[config.mk]
export PLATFORM = sky130hd
export DESIGN_NAME = indexed_min_heap
export DESIGN_NICKNAME = d
export VERILOG_FILES = /design/src/rtl/core/imh_pkg.sv /design/src/rtl/core/imh_store.sv /design/src/rtl/core/indexed_min_heap.sv
export SDC_FILE = /design/constraint.sdc
export NUM_CORES = 2
export LEC_CHECK = 0
export BUFFER_PORTS_ARGS = -buffer_cell sky130_fd_sc_hd__buf_2
export CAP_MARGIN = 20
export CORE_ASPECT_RATIO = 0.8
export CORE_UTILIZATION = 50
export CTS_BUF_LIST = sky130_fd_sc_hd__clkbuf_4
export DETAILED_ROUTE_END_ITERATION = 10
export PLACE_DENSITY = 0.66
export SLEW_MARGIN = 20
export SYNTH_ARGS = -nofsm -noshare
export SYNTH_HDL_FRONTEND = slang
export SYNTH_SLANG_ARGS = --single-unit
[constraint.sdc]
create_clock -name clk -period 15.2 [get_ports clk]
set_input_delay 3.8 -clock clk [delete_from_list [all_inputs] [get_ports clk]]
set_output_delay 3.8 -clock clk [all_outputs]
set_load 0.02 [all_outputs]
[src/rtl/core/imh_pkg.sv]
// Package for the indexed min-heap: widths, operation and status codes.
// No dependencies.
package imh_pkg;
  localparam int DEPTH = 64;
  localparam int KEY_BITS = 32;
  localparam int HANDLE_BITS = 16;
  localparam int POS_BITS = $clog2(DEPTH);
  localparam int CNT_BITS = $clog2(DEPTH + 1);

  localparam logic [2:0] OP_PUSH = 3'd0;
  localparam logic [2:0] OP_POP = 3'd1;
  localparam logic [2:0] OP_PEEK = 3'd2;
  localparam logic [2:0] OP_ERASE = 3'd3;
  localparam logic [2:0] OP_CLEAR = 3'd4;

  localparam logic [1:0] ST_OK = 2'd0;
  localparam logic [1:0] ST_EMPTY = 2'd1;
  localparam logic [1:0] ST_FULL = 2'd2;
  localparam logic [1:0] ST_BAD_POS = 2'd3;

  typedef struct packed {
    logic [1:0] status;
    logic [HANDLE_BITS-1:0] handle;
    logic [KEY_BITS-1:0] key;
    logic [POS_BITS-1:0] position;
    logic removed;
    logic [CNT_BITS-1:0] entry_count;
    logic last;
  } result_t;
endpackage

[src/rtl/core/imh_store.sv]
// Slot store of the heap: key and handle memory, one write and one registered read port.
// Depends on imh_pkg.
module imh_store
  import imh_pkg::*;
(
  input  logic clk,
  input  logic we,
  input  logic [POS_BITS-1:0] waddr,
  input  logic [KEY_BITS-1:0] wkey,
  input  logic [HANDLE_BITS-1:0] whandle,
  input  logic [POS_BITS-1:0] raddr,
  output logic [KEY_BITS-1:0] rkey,
  output logic [HANDLE_BITS-1:0] rhandle
);
  logic [KEY_BITS+HANDLE_BITS-1:0] mem [DEPTH];

  always_ff @(posedge clk) begin
    if (we) begin
      mem[waddr] <= {wkey, whandle};
    end
    {rkey, rhandle} <= mem[raddr];
  end
endmodule

[src/rtl/core/indexed_min_heap.sv]
// Top level of the indexed min-heap: sequencer with one shared key comparator around the slot store.
// Depends on imh_pkg and imh_store.
//
//  channel  | handshake            | fields
//  request  | in_valid, in_stall   | operation new_key new_handle erase_position
//  result   | out_valid, out_stall | status handle key position removed entry_count last
//
// One comparator serves every step, and a slot read returns registered data.
// Push lets the new key climb level by level; pop and erase move the last entry down or up
// level by level. Clear emits every held element in turn; peek and an error each give one result.
// A result stall holds the sequencer. Reset clears the count, the sequencer and the result
// valid flag only. The request side is stalled from acceptance until the last result is taken.
module indexed_min_heap
  import imh_pkg::*;
(
  input  logic clk,
  input  logic rst,
  input  logic in_valid,
  output logic in_stall,
  input  logic [2:0] operation,
  input  logic [KEY_BITS-1:0] new_key,
  input  logic [HANDLE_BITS-1:0] new_handle,
  input  logic [POS_BITS-1:0] erase_position,
  output logic out_valid,
  input  logic out_stall,
  output logic [1:0] status,
  output logic [HANDLE_BITS-1:0] handle,
  output logic [KEY_BITS-1:0] key,
  output logic [POS_BITS-1:0] position,
  output logic removed,
  output logic [CNT_BITS-1:0] entry_count,
  output logic last
);
  typedef enum logic [3:0] {
    S_IDLE, S_RD_TOP, S_EMIT_TOP, S_RD_LAST, S_LOAD_LAST, S_DN_L, S_DN_LD, S_DN_PICK,
    S_DN_DEC, S_UP_RD, S_UP_CMP, S_PLACE, S_WAIT
  } state_t;

  state_t state, ret_state;
  logic [CNT_BITS-1:0] count;
  logic [2:0] op;
  logic [KEY_BITS-1:0] cur_key, c_key;
  logic [HANDLE_BITS-1:0] cur_handle, c_handle;
  logic [POS_BITS-1:0] idx, slot, c_pos;
  result_t res;
  logic res_valid;

  logic we;
  logic [POS_BITS-1:0] raddr;
  logic [KEY_BITS-1:0] wkey, rkey;
  logic [HANDLE_BITS-1:0] whandle, rhandle;
  logic [POS_BITS-1:0] parent;
  logic [POS_BITS:0] child_l;
  logic [KEY_BITS-1:0] cmp_a, cmp_b;
  logic lt;
  logic top_last;

  function automatic result_t make_res(input logic [1:0] st,
                                       input logic [HANDLE_BITS-1:0] h,
                                       input logic [KEY_BITS-1:0] k,
                                       input logic [POS_BITS-1:0] pos,
                                       input logic rem,
                                       input logic [CNT_BITS-1:0] cnt,
                                       input logic lst);
    result_t r;
    r.status = st;
    r.handle = h;
    r.key = k;
    r.position = pos;
    r.removed = rem;
    r.entry_count = cnt;
    r.last = lst;
    return r;
  endfunction

  imh_store u_store (
    .clk(clk), .we(we), .waddr(idx), .wkey(wkey), .whandle(whandle),
    .raddr(raddr), .rkey(rkey), .rhandle(rhandle)
  );

  assign parent = (idx - POS_BITS'(1)) >> 1;
  assign child_l = {idx, 1'b1};
  assign top_last = ({1'b0, slot} == count - CNT_BITS'(1));

  assign in_stall = (state != S_IDLE);
  assign out_valid = res_valid;
  assign status = res.status;
  assign handle = res.handle;
  assign key = res.key;
  assign position = res.position;
  assign removed = res.removed;
  assign entry_count = res.entry_count;
  assign last = res.last;

  always_comb begin
    unique case (state)
      S_RD_LAST: raddr = count[POS_BITS-1:0];
      S_DN_L: raddr = child_l[POS_BITS-1:0];
      S_DN_LD: raddr = child_l[POS_BITS-1:0] + POS_BITS'(1);
      S_UP_RD: raddr = parent;
      default: raddr = slot;
    endcase
  end

  always_comb begin
    unique case (state)
      S_DN_PICK: begin
        cmp_a = rkey;
        cmp_b = c_key;
      end
      S_UP_CMP: begin
        cmp_a = cur_key;
        cmp_b = rkey;
      end
      default: begin
        cmp_a = c_key;
        cmp_b = cur_key;
      end
    endcase
  end

  assign lt = (cmp_a < cmp_b);

  always_comb begin
    unique case (state)
      S_DN_DEC: begin
        wkey = c_key;
        whandle = c_handle;
      end
      S_UP_CMP: begin
        wkey = rkey;
        whandle = rhandle;
      end
      default: begin
        wkey = cur_key;
        whandle = cur_handle;
      end
    endcase
  end

  assign we = (state == S_PLACE) || (((state == S_DN_DEC) || (state == S_UP_CMP)) && lt);

  always_ff @(posedge clk) begin
    if (rst) begin
      state <= S_IDLE;
      count <= '0;
      res_valid <= 1'b0;
    end else begin
      unique case (state)
        S_IDLE: begin
          if (in_valid) begin
            op <= operation;
            cur_key <= new_key;
            cur_handle <= new_handle;
            case (operation) inside
              OP_PUSH: begin
                if (count == CNT_BITS'(DEPTH)) begin
                  res <= make_res(ST_FULL, '0, '0, '0, 1'b0, count, 1'b1);
                  res_valid <= 1'b1;
                  ret_state <= S_IDLE;
                  state <= S_WAIT;
                end else begin
                  idx <= count[POS_BITS-1:0];
                  count <= count + CNT_BITS'(1);
                  state <= S_UP_RD;
                end
              end
              OP_POP, OP_PEEK: begin
                if (count == '0) begin
                  res <= make_res(ST_EMPTY, '0, '0, '0, 1'b0, count, 1'b1);
                  res_valid <= 1'b1;
                  ret_state <= S_IDLE;
                  state <= S_WAIT;
                end else begin
                  slot <= '0;
                  idx <= '0;
                  state <= S_RD_TOP;
                end
              end
              OP_ERASE: begin
                if ({1'b0, erase_position} >= count) begin
                  res <= make_res(ST_BAD_POS, '0, '0, '0, 1'b0, count, 1'b1);
                  res_valid <= 1'b1;
                  ret_state <= S_IDLE;
                  state <= S_WAIT;
                end else begin
                  slot <= erase_position;
                  idx <= erase_position;
                  state <= S_RD_TOP;
                end
              end
              OP_CLEAR: begin
                if (count == '0) begin
                  res <= make_res(ST_OK, '0, '0, '0, 1'b0, count, 1'b1);
                  res_valid <= 1'b1;
                  ret_state <= S_IDLE;
                  state <= S_WAIT;
                end else begin
                  slot <= '0;
                  state <= S_RD_TOP;
                end
              end
              default: state <= S_IDLE;
            endcase
          end
        end
        S_RD_TOP: state <= S_EMIT_TOP;
        S_EMIT_TOP: begin
          res_valid <= 1'b1;
          state <= S_WAIT;
          if (op == OP_PEEK) begin
            res <= make_res(ST_OK, rhandle, rkey, slot, 1'b0, count, 1'b1);
            ret_state <= S_IDLE;
          end else if (op == OP_CLEAR) begin
            res <= make_res(ST_OK, rhandle, rkey, slot, 1'b1, '0, top_last);
            if (top_last) begin
              count <= '0;
              ret_state <= S_IDLE;
            end else begin
              slot <= slot + POS_BITS'(1);
              ret_state <= S_RD_TOP;
            end
          end else begin
            res <= make_res(ST_OK, rhandle, rkey, slot, 1'b1, count - CNT_BITS'(1), top_last);
            count <= count - CNT_BITS'(1);
            ret_state <= top_last ? S_IDLE : S_RD_LAST;
          end
        end
        S_RD_LAST: state <= S_LOAD_LAST;
        S_LOAD_LAST: begin
          cur_key <= rkey;
          cur_handle <= rhandle;
          state <= S_DN_L;
        end
        S_DN_L: begin
          if (child_l >= count) begin
            state <= (idx == slot) ? S_UP_RD : S_PLACE;
          end else begin
            state <= S_DN_LD;
          end
        end
        S_DN_LD: begin
          c_key <= rkey;
          c_handle <= rhandle;
          c_pos <= child_l[POS_BITS-1:0];
          state <= ((child_l + CNT_BITS'(1)) < count) ? S_DN_PICK : S_DN_DEC;
        end
        S_DN_PICK: begin
          if (lt) begin
            c_key <= rkey;
            c_handle <= rhandle;
            c_pos <= c_pos + POS_BITS'(1);
          end
          state <= S_DN_DEC;
        end
        S_DN_DEC: begin
          if (lt) begin
            res <= make_res(ST_OK, c_handle, c_key, idx, 1'b0, count, 1'b0);
            res_valid <= 1'b1;
            idx <= c_pos;
            ret_state <= S_DN_L;
            state <= S_WAIT;
          end else begin
            state <= (idx == slot) ? S_UP_RD : S_PLACE;
          end
        end
        S_UP_RD: begin
          if (idx == '0) begin
            state <= S_PLACE;
          end else begin
            state <= S_UP_CMP;
          end
        end
        S_UP_CMP: begin
          if (lt) begin
            res <= make_res(ST_OK, rhandle, rkey, idx, 1'b0, count, 1'b0);
            res_valid <= 1'b1;
            idx <= parent;
            ret_state <= S_UP_RD;
            state <= S_WAIT;
          end else begin
            state <= S_PLACE;
          end
        end
        S_PLACE: begin
          res <= make_res(ST_OK, cur_handle, cur_key, idx, 1'b0, count, 1'b1);
          res_valid <= 1'b1;
          ret_state <= S_IDLE;
          state <= S_WAIT;
        end
        S_WAIT: begin
          if (!out_stall) begin
            res_valid <= 1'b0;
            state <= ret_state;
          end
        end
        default: state <= S_IDLE;
      endcase
    end
  end
endmodule
==> metrics.md <==
| Metric | Value |
|---|---|
| Area of the core | `263,000 um^2` |
| Top delay family on crit path | `buffers and inverters` |
| Die area | `267,500 um^2` |
| Share of flip-flops with an asynchronous set or reset | `0` |
| Worst path max stage delay | `0.86 ns` |
| RSZ-0062 raised after global routing | `false` |
| Final hold violation count | `0` |
| Mean post-synth cell area | `15.75 um^2` |
| Yosys synthesis warning count | `0` |
| Worst clock skew | `0.1188 ns` |
| Share of the clock period used by the worst path | `0.4850` |
| Post-CTS Hold Fix Bufs | `0` |
| Setup Slack @ Placement | `8.167 ns` |
| First-pass DRT Iterations | `10` |
| Peak supply drop | `149.8 uV` |
| Post-synthesis cell count | `8,427` |
| Maximum number of pins on one net before global-route repair | `170` |
| Clock edge transition at the registers on the reported setup and hold paths | `0.06 ns` |
| Count of nets left with antenna violations after detail routing | `1` |
| Worst relative slew slack | `0.1467` |
| First DRT Iteration DRCs | `11,930` |
| Setup-failing EPs final | `0` |
| Area contributors post-synth | `edfxtp_1 74%, mux4_2 6.5%, nand2_1 4.8%` |
| Post-place instance area | `138,000 um^2` |
| Initial Util | `0.5046` |
| Peak fanout along the critical path | `54` |
| Area added between synthesis and finish | `11.58%` |
| Number of antenna violations at the first check in global routing | `29` |
| Post-detailed-placement half-perimeter wirelength | `214,100 um` |
| Clock Latency Late Sink | `1.42 ns` |
| Total number of vias | `81,780` |
| Setup total negative slack | `0 ns` |
| Max H-tree Level | `6` |
| Post-synth design cell area | `132,700 um^2` |
| Sort of element at the start of the critical path | `register` |
| FF+latch count, synth | `3,318` |
| Share of the yosys chip area belonging to registers | `0.7463` |
| Most frequently used flop master after synthesis | `edfxtp_1` |
| Num CTS Buffers | `777` |
| Max-slew violation count | `0` |
| Leading area contributor after synthesis | `edfxtp_1` |
| Number of gates given a new drive strength after cts | `0` |
| Final Wtd Congestion | `0.9351` |
| Arrival time of the worst setup path | `3.57 ns` |
| Final worst setup slack | `7.828 ns` |
| Result of the run | `finished, violations left` |
| Area share of the largest cell type after synthesis | `0.7373` |
| Critical Path, Cell by Cell | `buf_4 > nor2_1 > nand2_1 > buf_2` |
| Gr ovfl total | `0` |
| Drt wl/cell | `28.80 um` |
| Violations in the final reports | `antenna violations` |
| DRC errors left | `0` |
| Buffer and inverter count on the worst path | `2` |
| CTS root buf | `clkbuf_4` |
| Nets@finish | `9,127` |
| Critical path type | `register to primary output` |
| Sinks on the clock net | `3,318` |
| Fraction of final layout cells with drive strength greater than 1 | `0.2322` |
| Cell variety after synth | `88` |
| Clock tree from TritonCTS | `built` |
| Slew at the pin closest to its max-slew limit | `1.280 ns` |
| Data required time of the worst path | `11.40 ns` |
| Floorplan row count | `168` |
| Endpoint type of the worst setup path | `primary output` |
| PD cells | `178.0 nW/um^2` |
| Clock period minus worst slack | `7.372 ns` |
| Type of the most critical hold path | `register to register` |
| Leak pwr | `50.10 nW` |
| Die boundary width | `578.0 um` |
| Total wire length | `377,700 um` |
| Number of flops mapped to enable cells by yosys | `3,258` |
| Number of global-route vias before repair | `78,650` |
| Highest-delay cell along the critical path | `dfxtp_4` |
| First-pass GRT wire length | `541,400 um` |
| GRT Overall Usage | `0.2787` |
| Count of pins on the block boundary | `128` |
| Buffer depth of the longest clock path | `4` |
| Post-CTS setup repair buffer count | `0` |
| Maximum clock rate | `0.1357 GHz` |
| Number of vias per cell after detailed routing | `6.236` |
| Die height | `462.8 um` |
| Synthesized Nets | `8,543` |
| Buffers added on ports | `127` |
| Cell area after layout | `148,100 um^2` |
| Max-cap check violation count | `0` |
[where the power goes]
part / switching (mW) / internal, mW / total, mW
registers: 0.422 / 11.5 / 11.9
clock network: 3.49 / 3.76 / 7.25
logic: 5.20 / 2.01 / 7.21
[cell usage after synthesis, types with 6 or more instances]
cell type	number
a211o_1	7
a21boi_0	49
a21o_1	16
a21oi_1	214
a222oi_1	48
a22o_1	38
a22oi_1	38
a31oi_1	202
and2_1	6
and3_1	195
buf_1	52
buf_12	10
buf_2	160
buf_4	30
buf_6	31
clkbuf_1	276
dfxtp_1	60
edfxtp_1	3258
ha_1	55
inv_1	67
mux2_2	48
mux2i_1	53
mux4_2	384
nand2_1	1689
nand2b_1	12
nand3_1	399
nand3b_1	8
nand4_1	8
nor2_1	172
nor2b_1	8
nor3_1	182
nor3b_1	6
nor4_1	128
nor4_2	48
nor4bb_1	7
o211ai_1	7
o21ai_0	92
o221ai_1	47
o22ai_1	100
or3_1	54
or4_1	52
xnor2_1	16
xor2_1	14
[per-layer routing]
metal  GRT usage  vias up  part of all wire
met4     0.08315       22             0.026
met1      0.4089    41560              0.41
met5           0        -           0.00040
met3     0.08850      645              0.13
met2      0.3989     5123              0.43
li1            -    34440                 -
[path summary, 6_finish.rpt]
check	from	end	slack, ns	depth (start not counted)
setup reg to reg	state[3]	u_store.mem[12][47]	8.10	16
hold reg to reg	u_store.rhandle[3]	c_handle[3]	0.53	0
hold / removal	u_store.rhandle[3]	c_handle[3]	0.53	0
setup / recovery	state[1]	in_stall	7.83	4
[sequential cells by signal, summed over array words and instances, names as in the netlist, 6 cells and up]
register / cells
u_store.mem: 3072
c_key: 32
cur_key: 32
key: 32
u_store.rkey: 32
c_handle: 16
cur_handle: 16
handle: 16
u_store.rhandle: 16
count: 7
entry_count: 7
c_pos: 6
idx: 6
position: 6
slot: 6
[stage by stage]
stage,hold slack (ns),power [mW],util,std cells
final,0.5314,26.35,0.5631,13110
after global routing,0.5390,27.36,0.5629,13100
after CTS,0.5205,26.35,0.5627,13090
after detailed placement,0.4997,19.16,0.5246,11720
after global placement,0.4968,19.02,0.5245,11720
after floorplan,0.4452,16.32,-,8427
[placed cells by master, fill, tap and decap left out, types with 48 or more instances in the layout]
cell type  count
nor3_1       167
mux4_2       384
a222oi_1      48
dfxtp_1       59
a21boi_0      49
mux2_2        48
buf_2        127
a31oi_1      202
a21oi_1      214
edfxtp_1    3258
ha_1          55
nand2_1     1684
nand3_1      399
or3_1         52
clkbuf_4    1159
mux2i_1       53
or4_1         50
nor4_1        98
buf_4        226
nor4_2        78
o21ai_4       49
clkinv_1     165
inv_1         67
and3_1       195
o22ai_1      100
nor2_1       144
[cells by family after synthesis]
group / count (synthesis) / synth area share
AOI/OAI and AO/OA: 911 / 0.04546
muxes: 486 / 0.07336
and+or+nand+nor: 2999 / 0.1045
adders and majority gates: 55 / 0.005186
buffers and inverters: 628 / 0.02321
DFF: 3318 / 0.7463
xor gates and xnor gates: 30 / 0.001980
[layout make-up]
cell class                      instances  area (um^2)
Fill cell                           20540       114900
Sequential cell                      3318        99040
Clock inverter                        219         1328
Tap cell                             3485         4360
Timing Repair Buffer                  366         2584
Clock buffer                         1159         8701
Multi-Input combinational cell       4481        31750
Antenna cell                           19        47.55
Inverter                               67        251.5
[worst reg2reg max path: stages, from the launching register on]
cell and delay, ns:
dfxtp_1 0.94, and4b_2 0.32, buf_4 0.38, nor2_4 0.25, buf_4 0.55, a21oi_1 0.20
ha_1 0.35, a21o_1 0.17, a21o_1 0.17, a2111oi_0 0.42, o41ai_1 0.19, a32oi_1 0.26
and3_1 0.62, o2111ai_2 0.23, buf_4 0.29, nor2_4 0.76, buf_4 0.60
(Power assumes the default switching activity.)
